[src/hw/rtl/bpse_pkg.sv]
// ----------------------------------------------------------------------------
// bpse_pkg
// Shared types and constants of the bmp pixel stream encoder.
// ----------------------------------------------------------------------------
package bpse_pkg;

    // field widths
    localparam int DIM_W  = 13;   // image width / height registers
    localparam int DIV_W  = 16;   // sample count register
    localparam int SUM_W  = 24;   // accumulated color sums
    localparam int BYTE_W = 8;
    localparam int ADDR_W = 2;
    localparam int DATA_W = 16;
    localparam int IN_W   = 3 * SUM_W;
    localparam int IDX_W  = 6;    // byte index within one item's output
    localparam int ROWB_W = DIM_W + 2;      // padded bytes per row
    localparam int IMG_W  = ROWB_W + DIM_W; // padded image size in bytes

    // default limits
    localparam int MAX_WIDTH_DEF  = 4096;
    localparam int MAX_HEIGHT_DEF = 4096;

    // file format constants
    localparam logic [IDX_W-1:0]  HDR_BYTES  = 6'd54;
    localparam logic [IDX_W-1:0]  HDR_LAST   = 6'd53;
    localparam logic [BYTE_W-1:0] INFO_BYTES = 8'd40;
    localparam logic [BYTE_W-1:0] BITS_PP    = 8'd24;
    localparam logic [BYTE_W-1:0] CHAR_B     = 8'h42;
    localparam logic [BYTE_W-1:0] CHAR_M     = 8'h4D;

    // register indexes
    localparam logic [ADDR_W-1:0] REG_IMAGE_WIDTH  = 2'd0;
    localparam logic [ADDR_W-1:0] REG_IMAGE_HEIGHT = 2'd1;
    localparam logic [ADDR_W-1:0] REG_SAMPLE_COUNT = 2'd2;

    // controller states
    typedef enum logic [2:0] {
        S_IDLE,
        S_HDR_PREP,
        S_HDR,
        S_DIV,
        S_PIX
    } bpse_state_t;

    // controller to datapath
    typedef struct packed {
        logic in_ready;
        logic accept;
        logic prep;
        logic emit;
    } bpse_cmd_t;

    // datapath to controller
    typedef struct packed {
        logic in_valid;
        logic start_req;
        logic div_done;
        logic emit_last;
        logic out_free;
    } bpse_sts_t;

endpackage

[src/hw/rtl/bpse_divider.sv]
// ----------------------------------------------------------------------------
// bpse_divider
// Bit-serial restoring divider, one quotient bit per cycle.
// ----------------------------------------------------------------------------
module bpse_divider (
    input  logic                      aclk,
    input  logic                      aresetn,
    input  logic                      start,
    input  logic [bpse_pkg::SUM_W-1:0] dividend,
    input  logic [bpse_pkg::DIV_W-1:0] divisor,
    output logic                      busy,
    output logic [bpse_pkg::SUM_W-1:0] quotient
);
    import bpse_pkg::*;

    localparam int CNT_W = $clog2(SUM_W);

    logic [SUM_W-1:0] quo_reg, quo_next;
    logic [DIV_W-1:0] rem_reg, rem_next;
    logic [DIV_W-1:0] dsr_reg, dsr_next;
    logic [CNT_W-1:0] cnt_reg, cnt_next;
    logic             busy_reg, busy_next;
    logic [DIV_W:0]   rem_sh;
    logic             fits;

    // one restoring step
    always_comb begin
        rem_sh   = {rem_reg, quo_reg[SUM_W-1]};
        fits     = rem_sh >= {1'b0, dsr_reg};
        quo_next = quo_reg;
        rem_next = rem_reg;
        dsr_next = dsr_reg;
        cnt_next = cnt_reg;
        busy_next = busy_reg;
        if (start) begin
            quo_next  = dividend;
            rem_next  = '0;
            dsr_next  = (divisor == '0) ? DIV_W'(1) : divisor;
            cnt_next  = CNT_W'(SUM_W - 1);
            busy_next = 1'b1;
        end else if (busy_reg) begin
            rem_next = fits ? DIV_W'(rem_sh - {1'b0, dsr_reg}) : rem_sh[DIV_W-1:0];
            quo_next = {quo_reg[SUM_W-2:0], fits};
            cnt_next = cnt_reg - 1'b1;
            if (cnt_reg == '0) begin
                busy_next = 1'b0;
            end
        end
    end

    always_ff @(posedge aclk) begin
        if (!aresetn) begin
            busy_reg <= 1'b0;
        end else begin
            busy_reg <= busy_next;
        end
        quo_reg <= quo_next;
        rem_reg <= rem_next;
        dsr_reg <= dsr_next;
        cnt_reg <= cnt_next;
    end

    assign busy     = busy_reg;
    assign quotient = quo_reg;

endmodule

[src/hw/rtl/bpse_ctrl.sv]
// ----------------------------------------------------------------------------
// bpse_ctrl
// Sequencer: header emission, division wait and pixel byte emission.
// ----------------------------------------------------------------------------
module bpse_ctrl (
    input  logic                  aclk,
    input  logic                  aresetn,
    input  bpse_pkg::bpse_sts_t   sts,
    output bpse_pkg::bpse_cmd_t   cmd,
    output bpse_pkg::bpse_state_t state
);
    import bpse_pkg::*;

    bpse_state_t state_reg, state_next;

    // next state
    always_comb begin
        state_next = state_reg;
        case (state_reg)
            S_IDLE: begin
                if (sts.in_valid) begin
                    state_next = sts.start_req ? S_HDR_PREP : S_DIV;
                end
            end
            S_HDR_PREP: state_next = S_HDR;
            S_HDR: begin
                if (sts.out_free && sts.emit_last) begin
                    state_next = S_IDLE;
                end
            end
            S_DIV: begin
                if (sts.div_done) begin
                    state_next = S_PIX;
                end
            end
            S_PIX: begin
                if (sts.out_free && sts.emit_last) begin
                    state_next = S_IDLE;
                end
            end
            default: state_next = S_IDLE;
        endcase
    end

    // outputs
    always_comb begin
        cmd = '0;
        case (state_reg)
            S_IDLE: begin
                cmd.in_ready = 1'b1;
                cmd.accept   = sts.in_valid;
            end
            S_HDR_PREP: cmd.prep = 1'b1;
            S_HDR:      cmd.emit = sts.out_free;
            S_PIX:      cmd.emit = sts.out_free;
            default:    cmd = '0;
        endcase
    end

    always_ff @(posedge aclk) begin
        if (!aresetn) begin
            state_reg <= S_IDLE;
        end else begin
            state_reg <= state_next;
        end
    end

    assign state = state_reg;

endmodule

[src/hw/rtl/bpse_datapath.sv]
// ----------------------------------------------------------------------------
// bpse_datapath
// Config registers, color dividers, header bytes, position counters
// and the output word register.
// ----------------------------------------------------------------------------
module bpse_datapath #(
    parameter int MAX_WIDTH  = bpse_pkg::MAX_WIDTH_DEF,
    parameter int MAX_HEIGHT = bpse_pkg::MAX_HEIGHT_DEF
) (
    input  logic                        aclk,
    input  logic                        aresetn,
    input  logic                        cfg_we,
    input  logic [bpse_pkg::ADDR_W-1:0] cfg_addr,
    input  logic [bpse_pkg::DATA_W-1:0] cfg_wdata,
    input  logic                        s_tvalid,
    input  logic [bpse_pkg::IN_W-1:0]   s_tdata,
    input  logic                        s_tuser,
    input  bpse_pkg::bpse_cmd_t         cmd,
    output bpse_pkg::bpse_sts_t         sts,
    output logic                        m_tvalid,
    input  logic                        m_tready,
    output logic [bpse_pkg::BYTE_W-1:0] m_tdata,
    output logic                        m_tlast,
    output logic                        m_tuser
);
    import bpse_pkg::*;

    localparam logic [16:0] MAX_W_L = 17'(MAX_WIDTH);
    localparam logic [16:0] MAX_H_L = 17'(MAX_HEIGHT);

    logic [DIM_W-1:0]  width_reg, height_reg;
    logic [DIV_W-1:0]  samples_reg;
    logic [DIM_W-1:0]  col_reg, col_next;
    logic [DIM_W-1:0]  row_reg, row_next;
    logic [IDX_W-1:0]  idx_reg, idx_next;
    logic              hdr_reg;
    logic [IMG_W-1:0]  img_reg;
    logic              ovalid_reg, ovalid_next;
    logic [BYTE_W-1:0] odata_reg, odata_next;
    logic              olast_reg, olast_next;
    logic              odone_reg, odone_next;

    logic [DIM_W-1:0]  eff_w, eff_h;
    logic [1:0]        w3_lo, pad;
    logic [ROWB_W-1:0] row_bytes;
    logic [31:0]       total_bytes;
    logic              row_end, frame_end, last_byte;
    logic [BYTE_W-1:0] hdr_byte, pix_byte;
    logic [SUM_W-1:0]  q_red, q_green, q_blue;
    logic              busy_red, busy_green, busy_blue;

    // config registers
    always_ff @(posedge aclk) begin
        if (!aresetn) begin
            width_reg   <= DIM_W'(1);
            height_reg  <= DIM_W'(1);
            samples_reg <= DIV_W'(1);
        end else if (cfg_we) begin
            case (cfg_addr)
                REG_IMAGE_WIDTH:  width_reg   <= cfg_wdata[DIM_W-1:0];
                REG_IMAGE_HEIGHT: height_reg  <= cfg_wdata[DIM_W-1:0];
                REG_SAMPLE_COUNT: samples_reg <= cfg_wdata;
                default: ;
            endcase
        end
    end

    // effective dimensions and row padding
    always_comb begin
        if (width_reg == '0) begin
            eff_w = DIM_W'(1);
        end else if ({4'd0, width_reg} > MAX_W_L) begin
            eff_w = MAX_W_L[DIM_W-1:0];
        end else begin
            eff_w = width_reg;
        end
        if (height_reg == '0) begin
            eff_h = DIM_W'(1);
        end else if ({4'd0, height_reg} > MAX_H_L) begin
            eff_h = MAX_H_L[DIM_W-1:0];
        end else begin
            eff_h = height_reg;
        end
        w3_lo     = 2'(eff_w[1:0] + {eff_w[0], 1'b0});
        pad       = 2'(2'd0 - w3_lo);
        row_bytes = ROWB_W'({2'b00, eff_w} + {1'b0, eff_w, 1'b0} + {{(ROWB_W-2){1'b0}}, pad});
        total_bytes = {{(32-IMG_W){1'b0}}, img_reg} + {26'd0, HDR_BYTES};
    end

    // three color dividers run side by side
    bpse_divider u_div_red (
        .aclk     (aclk),
        .aresetn  (aresetn),
        .start    (cmd.accept),
        .dividend (s_tdata[SUM_W-1:0]),
        .divisor  (samples_reg),
        .busy     (busy_red),
        .quotient (q_red)
    );

    bpse_divider u_div_green (
        .aclk     (aclk),
        .aresetn  (aresetn),
        .start    (cmd.accept),
        .dividend (s_tdata[2*SUM_W-1:SUM_W]),
        .divisor  (samples_reg),
        .busy     (busy_green),
        .quotient (q_green)
    );

    bpse_divider u_div_blue (
        .aclk     (aclk),
        .aresetn  (aresetn),
        .start    (cmd.accept),
        .dividend (s_tdata[3*SUM_W-1:2*SUM_W]),
        .divisor  (samples_reg),
        .busy     (busy_blue),
        .quotient (q_blue)
    );

    // header byte select, little-endian words
    always_comb begin
        case (idx_reg)
            6'd0:    hdr_byte = CHAR_B;
            6'd1:    hdr_byte = CHAR_M;
            6'd2:    hdr_byte = total_bytes[7:0];
            6'd3:    hdr_byte = total_bytes[15:8];
            6'd4:    hdr_byte = total_bytes[23:16];
            6'd5:    hdr_byte = total_bytes[31:24];
            6'd10:   hdr_byte = {2'b00, HDR_BYTES};
            6'd14:   hdr_byte = INFO_BYTES;
            6'd18:   hdr_byte = eff_w[7:0];
            6'd19:   hdr_byte = {3'd0, eff_w[DIM_W-1:8]};
            6'd22:   hdr_byte = eff_h[7:0];
            6'd23:   hdr_byte = {3'd0, eff_h[DIM_W-1:8]};
            6'd26:   hdr_byte = 8'd1;
            6'd28:   hdr_byte = BITS_PP;
            6'd34:   hdr_byte = img_reg[7:0];
            6'd35:   hdr_byte = img_reg[15:8];
            6'd36:   hdr_byte = img_reg[23:16];
            6'd37:   hdr_byte = {{(32-IMG_W){1'b0}}, img_reg[IMG_W-1:24]};
            default: hdr_byte = '0;
        endcase
    end

    // pixel byte select: blue, green, red, then padding
    always_comb begin
        case (idx_reg)
            6'd0:    pix_byte = q_blue[BYTE_W-1:0];
            6'd1:    pix_byte = q_green[BYTE_W-1:0];
            6'd2:    pix_byte = q_red[BYTE_W-1:0];
            default: pix_byte = '0;
        endcase
    end

    // row and frame end, last byte of the current item
    always_comb begin
        row_end   = ({1'b0, col_reg} + 1'b1) >= {1'b0, eff_w};
        frame_end = row_end && (({1'b0, row_reg} + 1'b1) >= {1'b0, eff_h});
        if (hdr_reg) begin
            last_byte = idx_reg == HDR_LAST;
        end else if (row_end) begin
            last_byte = idx_reg == IDX_W'(3'd2 + {1'b0, pad});
        end else begin
            last_byte = idx_reg == IDX_W'(2);
        end
    end

    // byte index and position counters
    always_comb begin
        idx_next = idx_reg;
        col_next = col_reg;
        row_next = row_reg;
        if (cmd.accept) begin
            idx_next = '0;
        end else if (cmd.emit) begin
            idx_next = idx_reg + 1'b1;
            if (last_byte) begin
                if (hdr_reg) begin
                    col_next = '0;
                    row_next = '0;
                end else if (row_end) begin
                    col_next = '0;
                    row_next = frame_end ? '0 : row_reg + 1'b1;
                end else begin
                    col_next = col_reg + 1'b1;
                end
            end
        end
    end

    // output word register
    always_comb begin
        ovalid_next = ovalid_reg;
        odata_next  = odata_reg;
        olast_next  = olast_reg;
        odone_next  = odone_reg;
        if (cmd.emit) begin
            ovalid_next = 1'b1;
            odata_next  = hdr_reg ? hdr_byte : pix_byte;
            olast_next  = last_byte;
            odone_next  = last_byte && !hdr_reg && frame_end;
        end else if (m_tready) begin
            ovalid_next = 1'b0;
        end
    end

    always_ff @(posedge aclk) begin
        if (!aresetn) begin
            col_reg    <= '0;
            row_reg    <= '0;
            idx_reg    <= '0;
            hdr_reg    <= 1'b0;
            ovalid_reg <= 1'b0;
        end else begin
            col_reg    <= col_next;
            row_reg    <= row_next;
            idx_reg    <= idx_next;
            ovalid_reg <= ovalid_next;
            if (cmd.accept) begin
                hdr_reg <= !s_tuser;
            end
        end
        odata_reg <= odata_next;
        olast_reg <= olast_next;
        odone_reg <= odone_next;
        // padded image size, once per header
        if (cmd.prep) begin
            img_reg <= IMG_W'(row_bytes * eff_h);
        end
    end

    // status to the controller
    always_comb begin
        sts.in_valid  = s_tvalid;
        sts.start_req = !s_tuser;
        sts.div_done  = !(busy_red || busy_green || busy_blue);
        sts.emit_last = last_byte;
        sts.out_free  = !ovalid_reg || m_tready;
    end

    assign m_tvalid = ovalid_reg;
    assign m_tdata  = odata_reg;
    assign m_tlast  = olast_reg;
    assign m_tuser  = odone_reg;

endmodule

[src/hw/rtl/bmp_pixel_stream_encoder.sv]
// ----------------------------------------------------------------------------
// bmp_pixel_stream_encoder
// Streams a 24-bit BMP file: header on a start word, BGR bytes plus
// row padding for each pixel word.
// ----------------------------------------------------------------------------
// Start word: 54 header bytes after a prep state, one per cycle while the
// output is not stalled; no new word is taken until the last is loaded.
// Pixel word: the bit-serial dividers run first (one quotient bit a
// cycle), then 3 to 6 bytes at one a cycle unless the output stalls.
// Reset (aresetn low, synchronous) clears positions and output valid and
// sets width, height and sample count to 1.
module bmp_pixel_stream_encoder #(
    parameter int MAX_WIDTH  = bpse_pkg::MAX_WIDTH_DEF,
    parameter int MAX_HEIGHT = bpse_pkg::MAX_HEIGHT_DEF
) (
    input  logic                        aclk,
    input  logic                        aresetn,
    // configuration writes
    input  logic                        cfg_we,
    input  logic [bpse_pkg::ADDR_W-1:0] cfg_addr,
    input  logic [bpse_pkg::DATA_W-1:0] cfg_wdata,
    // input words
    input  logic                        s_tvalid,
    output logic                        s_tready,
    input  logic [bpse_pkg::IN_W-1:0]   s_tdata,   // red_sum, green_sum, blue_sum
    input  logic                        s_tuser,   // mode
    // output words
    output logic                        m_tvalid,
    input  logic                        m_tready,
    output logic [bpse_pkg::BYTE_W-1:0] m_tdata,   // out_byte
    output logic                        m_tlast,   // run_last
    output logic                        m_tuser    // frame_done
);
    import bpse_pkg::*;

    bpse_cmd_t   cmd;
    bpse_sts_t   sts;
    bpse_state_t state;

    bpse_ctrl u_ctrl (
        .aclk    (aclk),
        .aresetn (aresetn),
        .sts     (sts),
        .cmd     (cmd),
        .state   (state)
    );

    bpse_datapath #(
        .MAX_WIDTH  (MAX_WIDTH),
        .MAX_HEIGHT (MAX_HEIGHT)
    ) u_datapath (
        .aclk      (aclk),
        .aresetn   (aresetn),
        .cfg_we    (cfg_we),
        .cfg_addr  (cfg_addr),
        .cfg_wdata (cfg_wdata),
        .s_tvalid  (s_tvalid),
        .s_tdata   (s_tdata),
        .s_tuser   (s_tuser),
        .cmd       (cmd),
        .sts       (sts),
        .m_tvalid  (m_tvalid),
        .m_tready  (m_tready),
        .m_tdata   (m_tdata),
        .m_tlast   (m_tlast),
        .m_tuser   (m_tuser)
    );

    assign s_tready = cmd.in_ready;

    // frame end only on the closing byte of a pixel
    a_done_is_last: assert property (@(posedge aclk) disable iff (!aresetn)
        m_tvalid && m_tuser |-> m_tlast)
        else $error("frame_done without run_last");

    // no byte goes out while the dividers still run
    a_no_emit_in_div: assert property (@(posedge aclk) disable iff (!aresetn)
        state == S_DIV |-> !cmd.emit)
        else $error("byte emitted during division");

    // closing byte of an item returns the sequencer to idle
    a_last_to_idle: assert property (@(posedge aclk) disable iff (!aresetn)
        cmd.emit && sts.emit_last |=> state == S_IDLE && m_tvalid && m_tlast)
        else $error("sequencer did not finish after last byte");

endmodule
[config.mk]
export PLATFORM = sky130hd
export DESIGN_NAME = bmp_pixel_stream_encoder
export DESIGN_NICKNAME = d
export VERILOG_FILES = /design/src/hw/rtl/bpse_pkg.sv /design/src/hw/rtl/bpse_divider.sv /design/src/hw/rtl/bpse_ctrl.sv /design/src/hw/rtl/bpse_datapath.sv /design/src/hw/rtl/bmp_pixel_stream_encoder.sv
export SDC_FILE = /design/constraint.sdc
export NUM_CORES = 1
export LEC_CHECK = 0
export BUFFER_PORTS_ARGS = -buffer_cell sky130_fd_sc_hd__buf_2
export CORE_MARGIN = 8
export CORE_UTILIZATION = 60
export CTS_BUF_LIST = sky130_fd_sc_hd__clkbuf_16
export DETAILED_ROUTE_END_ITERATION = 10
export PLACE_DENSITY = 0.82
export SYNTH_ARGS = -nofsm -noshare
export SYNTH_HDL_FRONTEND = slang
export SYNTH_SLANG_ARGS = --single-unit
[constraint.sdc]
create_clock -name aclk -period 17.3 [get_ports aclk]
set_input_delay 1.73 -clock aclk [delete_from_list [all_inputs] [get_ports aclk]]
set_output_delay 1.73 -clock aclk [all_outputs]
set_load 0.01 [all_outputs]
==> results.json <==
{
  "outcome": "complete, no violations",
  "synthArstFlopShare": 0,
  "synth_cells": 2533,
  "fillers": 2950,
  "dieArea_mm2": 0.04275,
  "path_class": "reg2reg",
  "wl_um": 58000,
  "maxCapViolCount": 0,
  "io_pins": 108,
  "area_delta_synth_final_pct": 7.879,
  "combPwrFrac": 0.369,
  "cp_max_fo": 12,
  "syn-cell-area_mm2": 0.02183,
  "critPathMaxStageDelay_ns": 0.68,
  "antenna_found_initial": 0,
  "internal_power_w": 0.001552,
  "routed_via_density": 6.062,
  "yosys_warnings": 0,
  "cp-start-kind": "flip-flop",
  "worst_pin_slew_ns": 1.263,
  "power_frac_seq": 0.368,
  "largest_reg_flops": 27,
  "swShare": 0.3582,
  "post-route-drc-count": 0,
  "portBuffers": 107,
  "synth-seq-area-share": 0.3049,
  "critPathSlowestCell": "xor2_1",
  "power_density_mw_per_mm2": 102.7,
  "grt_pass1_vias": 18640,
  "grt_pass1_wl_um": 93670,
  "ys_types": 90,
  "synth.area.top_cells": "edfxtp_1, dfxtp_1, fa_1",
  "cts_hold_buf": 0,
  "clk_path_buf_depth": 3,
  "top_usage_layer": "met2",
  "synth_seq_cells": 270,
  "holdCritStartpoint": "u_datapath.samples_reg[7]",
  "grt_max_degree": 76,
  "crit_start": "u_datapath.width_reg[12]",
  "cts_tree": "done",
  "wl_per_cell_um": 18.99,
  "clk_pin_slew_ns": 0.06,
  "drtIter0Drc": 1547,
  "synth_top_area_cell": "edfxtp_1",
  "cp.required_ns": 17.60,
  "dpl.hpwl_um": 43410,
  "synth_top_area_share": 0.1719,
  "fin_crit_sh": 0.5227,
  "cts_resized": 0,
  "vias": 18510,
  "tns_ns": 0,
  "clock_latency_ns": 0.55,
  "crit_path_end_kind": "flip-flop",
  "power.switching_w": 0.0008661,
  "gp_congestion": 0.9403,
  "fp.dieH_um": 206.8,
  "maxSlewViolCount": 0,
  "grt_overflow": 0,
  "met2_usage": 0.4752,
  "postCtsSetupBuffers": 0,
  "leakage_nw": 10.69,
  "reg2reg_from": "u_datapath.width_reg[12]",
  "report.final.setup_viol": 0,
  "drive_gt1_frac": 0.07811,
  "ys.flop_type": "dfxtp_1",
  "clock_sinks": 270,
  "fin_util": 0.6496,
  "synth_nets": 2940,
  "cts_buffers": 28,
  "met1_usage": 0.3302,
  "ys_top_cells_by_count": "nand2_1, inv_1, nor2_1",
  "fmax_mhz": 110.6,
  "finalHoldViolations": 0,
  "met3_usage": 0.03293,
  "initial_core_util": 0.6021,
  "worst_clock_skew_ns": 0.01401,
  "die_width_um": 206.8,
  "core_area_mm2": 0.03626,
  "clockPowerShare": 0.262,
  "root_buffer": "clkbuf_16",
  "synth.most_common_cell": "nand2_1",
  "num_rows": 70,
  "htreeDepth": 1,
  "ir_drop_v": 0.00008578,
  "first_pass_iters": 9,
  "synth-edff-count": 125,
  "avgSynthCellArea_um2": 8.620,
  "slew_headroom": 0.1561,
  "drtAntennaViolNets": 0,
  "grtUsageTotal": 0.2711,
  "n_antenna_cell": 0,
  "cp_common_cell": "inv_1",
  "rsz0062_at_grt": "no",
  "period_needed_ns": 9.043,
  "worstPathArrival_ns": 9.34,
  "min_path_type": "reg2reg",
  "final_nets": 2971
}
==> final timing paths <==
kind	endpoint	slack (ns)	cells after the start
setup reg to reg	u_datapath.img_reg[26]	8.26	31
hold / removal	u_datapath.u_div_red.dsr_reg[7]	0.46	0
setup / recovery	u_datapath.img_reg[26]	8.26	31
hold reg to reg	u_datapath.u_div_red.dsr_reg[7]	0.46	0
==> layout by cell type, fill, tap and decap left out, types with 6 or more instances in the layout <==
| master | n |
|---|---|
| nand2_1 | 482 |
| inv_1 | 248 |
| nor2_1 | 208 |
| ha_1 | 176 |
| dfxtp_1 | 145 |
| fa_1 | 135 |
| a21oi_1 | 131 |
| edfxtp_1 | 125 |
| buf_2 | 107 |
| o21ai_0 | 92 |
| xnor2_1 | 86 |
| nand3_1 | 58 |
| xor2_1 | 51 |
| mux2i_1 | 44 |
| nor2b_1 | 39 |
| nor3_1 | 33 |
| clkbuf_16 | 30 |
| and3_1 | 28 |
| a21o_1 | 26 |
| nand2b_1 | 23 |
| o22ai_1 | 20 |
| and2_1 | 15 |
| buf_4 | 14 |
| o21a_1 | 13 |
| nand4_1 | 13 |
| a22oi_1 | 13 |
| or3_1 | 12 |
| nor4_1 | 12 |
| a221oi_1 | 12 |
| a211oi_1 | 11 |
| a222oi_1 | 11 |
| a31oi_1 | 9 |
| o21bai_1 | 8 |
| and4_1 | 7 |
| o211ai_1 | 7 |
| nor3b_1 | 7 |
| or2_2 | 6 |
| a41oi_1 | 6 |
| o31ai_1 | 6 |
==> through the flow <==
step	power [W]	setup slack [ns]	cell area, um2	instances	hold slack, ns
finish	0.002418	8.257	23550	3054	0.4570
global placement	0.001733	8.674	22580	3002	0.4409
floorplan	0.001572	9.302	21830	2533	0.4258
CTS	0.002414	8.367	23550	3054	0.4574
global route	0.002557	7.617	23550	3054	0.4792
detailed placement	0.001774	8.391	22580	3002	0.4428
==> critical path: cells and delay by family (launching register included) <==
| family | cells | cell delay (ns) |
|---|---|---|
| fa+ha+maj | 8 | 3.51 |
| compound gates | 10 | 2.57 |
| simple gates | 5 | 0.81 |
| xor+xnor | 2 | 0.76 |
| buf+inv | 6 | 0.56 |
| flops | 1 | 0.54 |
==> power by group through the flow <==
stage               registers [W]  clock network, W  logic (W)
finish                   0.000890          0.000635   0.000893
global route             0.000901          0.000666   0.000989
CTS                      0.000888          0.000643   0.000884
detailed placement       0.000900                 0   0.000874
global placement         0.000894                 0   0.000839
floorplan                0.000874                 0   0.000698
==> cell families (layout without fill, tap and decap cells) <==
kind of cell,after synthesis,after routing,share of synthesized area
AO/OA/AOI/OAI,434,434,0.1316
XOR/XNOR,138,138,0.05570
adder cells (fa/ha/maj),312,312,0.2251
buffers and inverters,365,418,0.06453
flip-flops,270,270,0.3049
multiplexers,50,50,0.02344
AND/OR/NAND/NOR,964,964,0.1948
==> per-layer routing <==
metal,up-vias,share of wire
met4,0,0.048
li1,8632,-
met2,797,0.49
met5,-,0
met3,190,0.075
met1,8894,0.39
==> layout make-up <==
type	instances	area, um2	area share
multi-input combinational	1898	13780	0.5851
clock inverter	22	219.0	0.009296
clock buffer	30	750.7	0.03187
inverter	245	920.9	0.03910
sequential	270	6656	0.2826
tap	468	585.6	0.02486
timing repair buffer	121	640.6	0.02720
No activity file was read; power rests on OpenSTA's default activity.
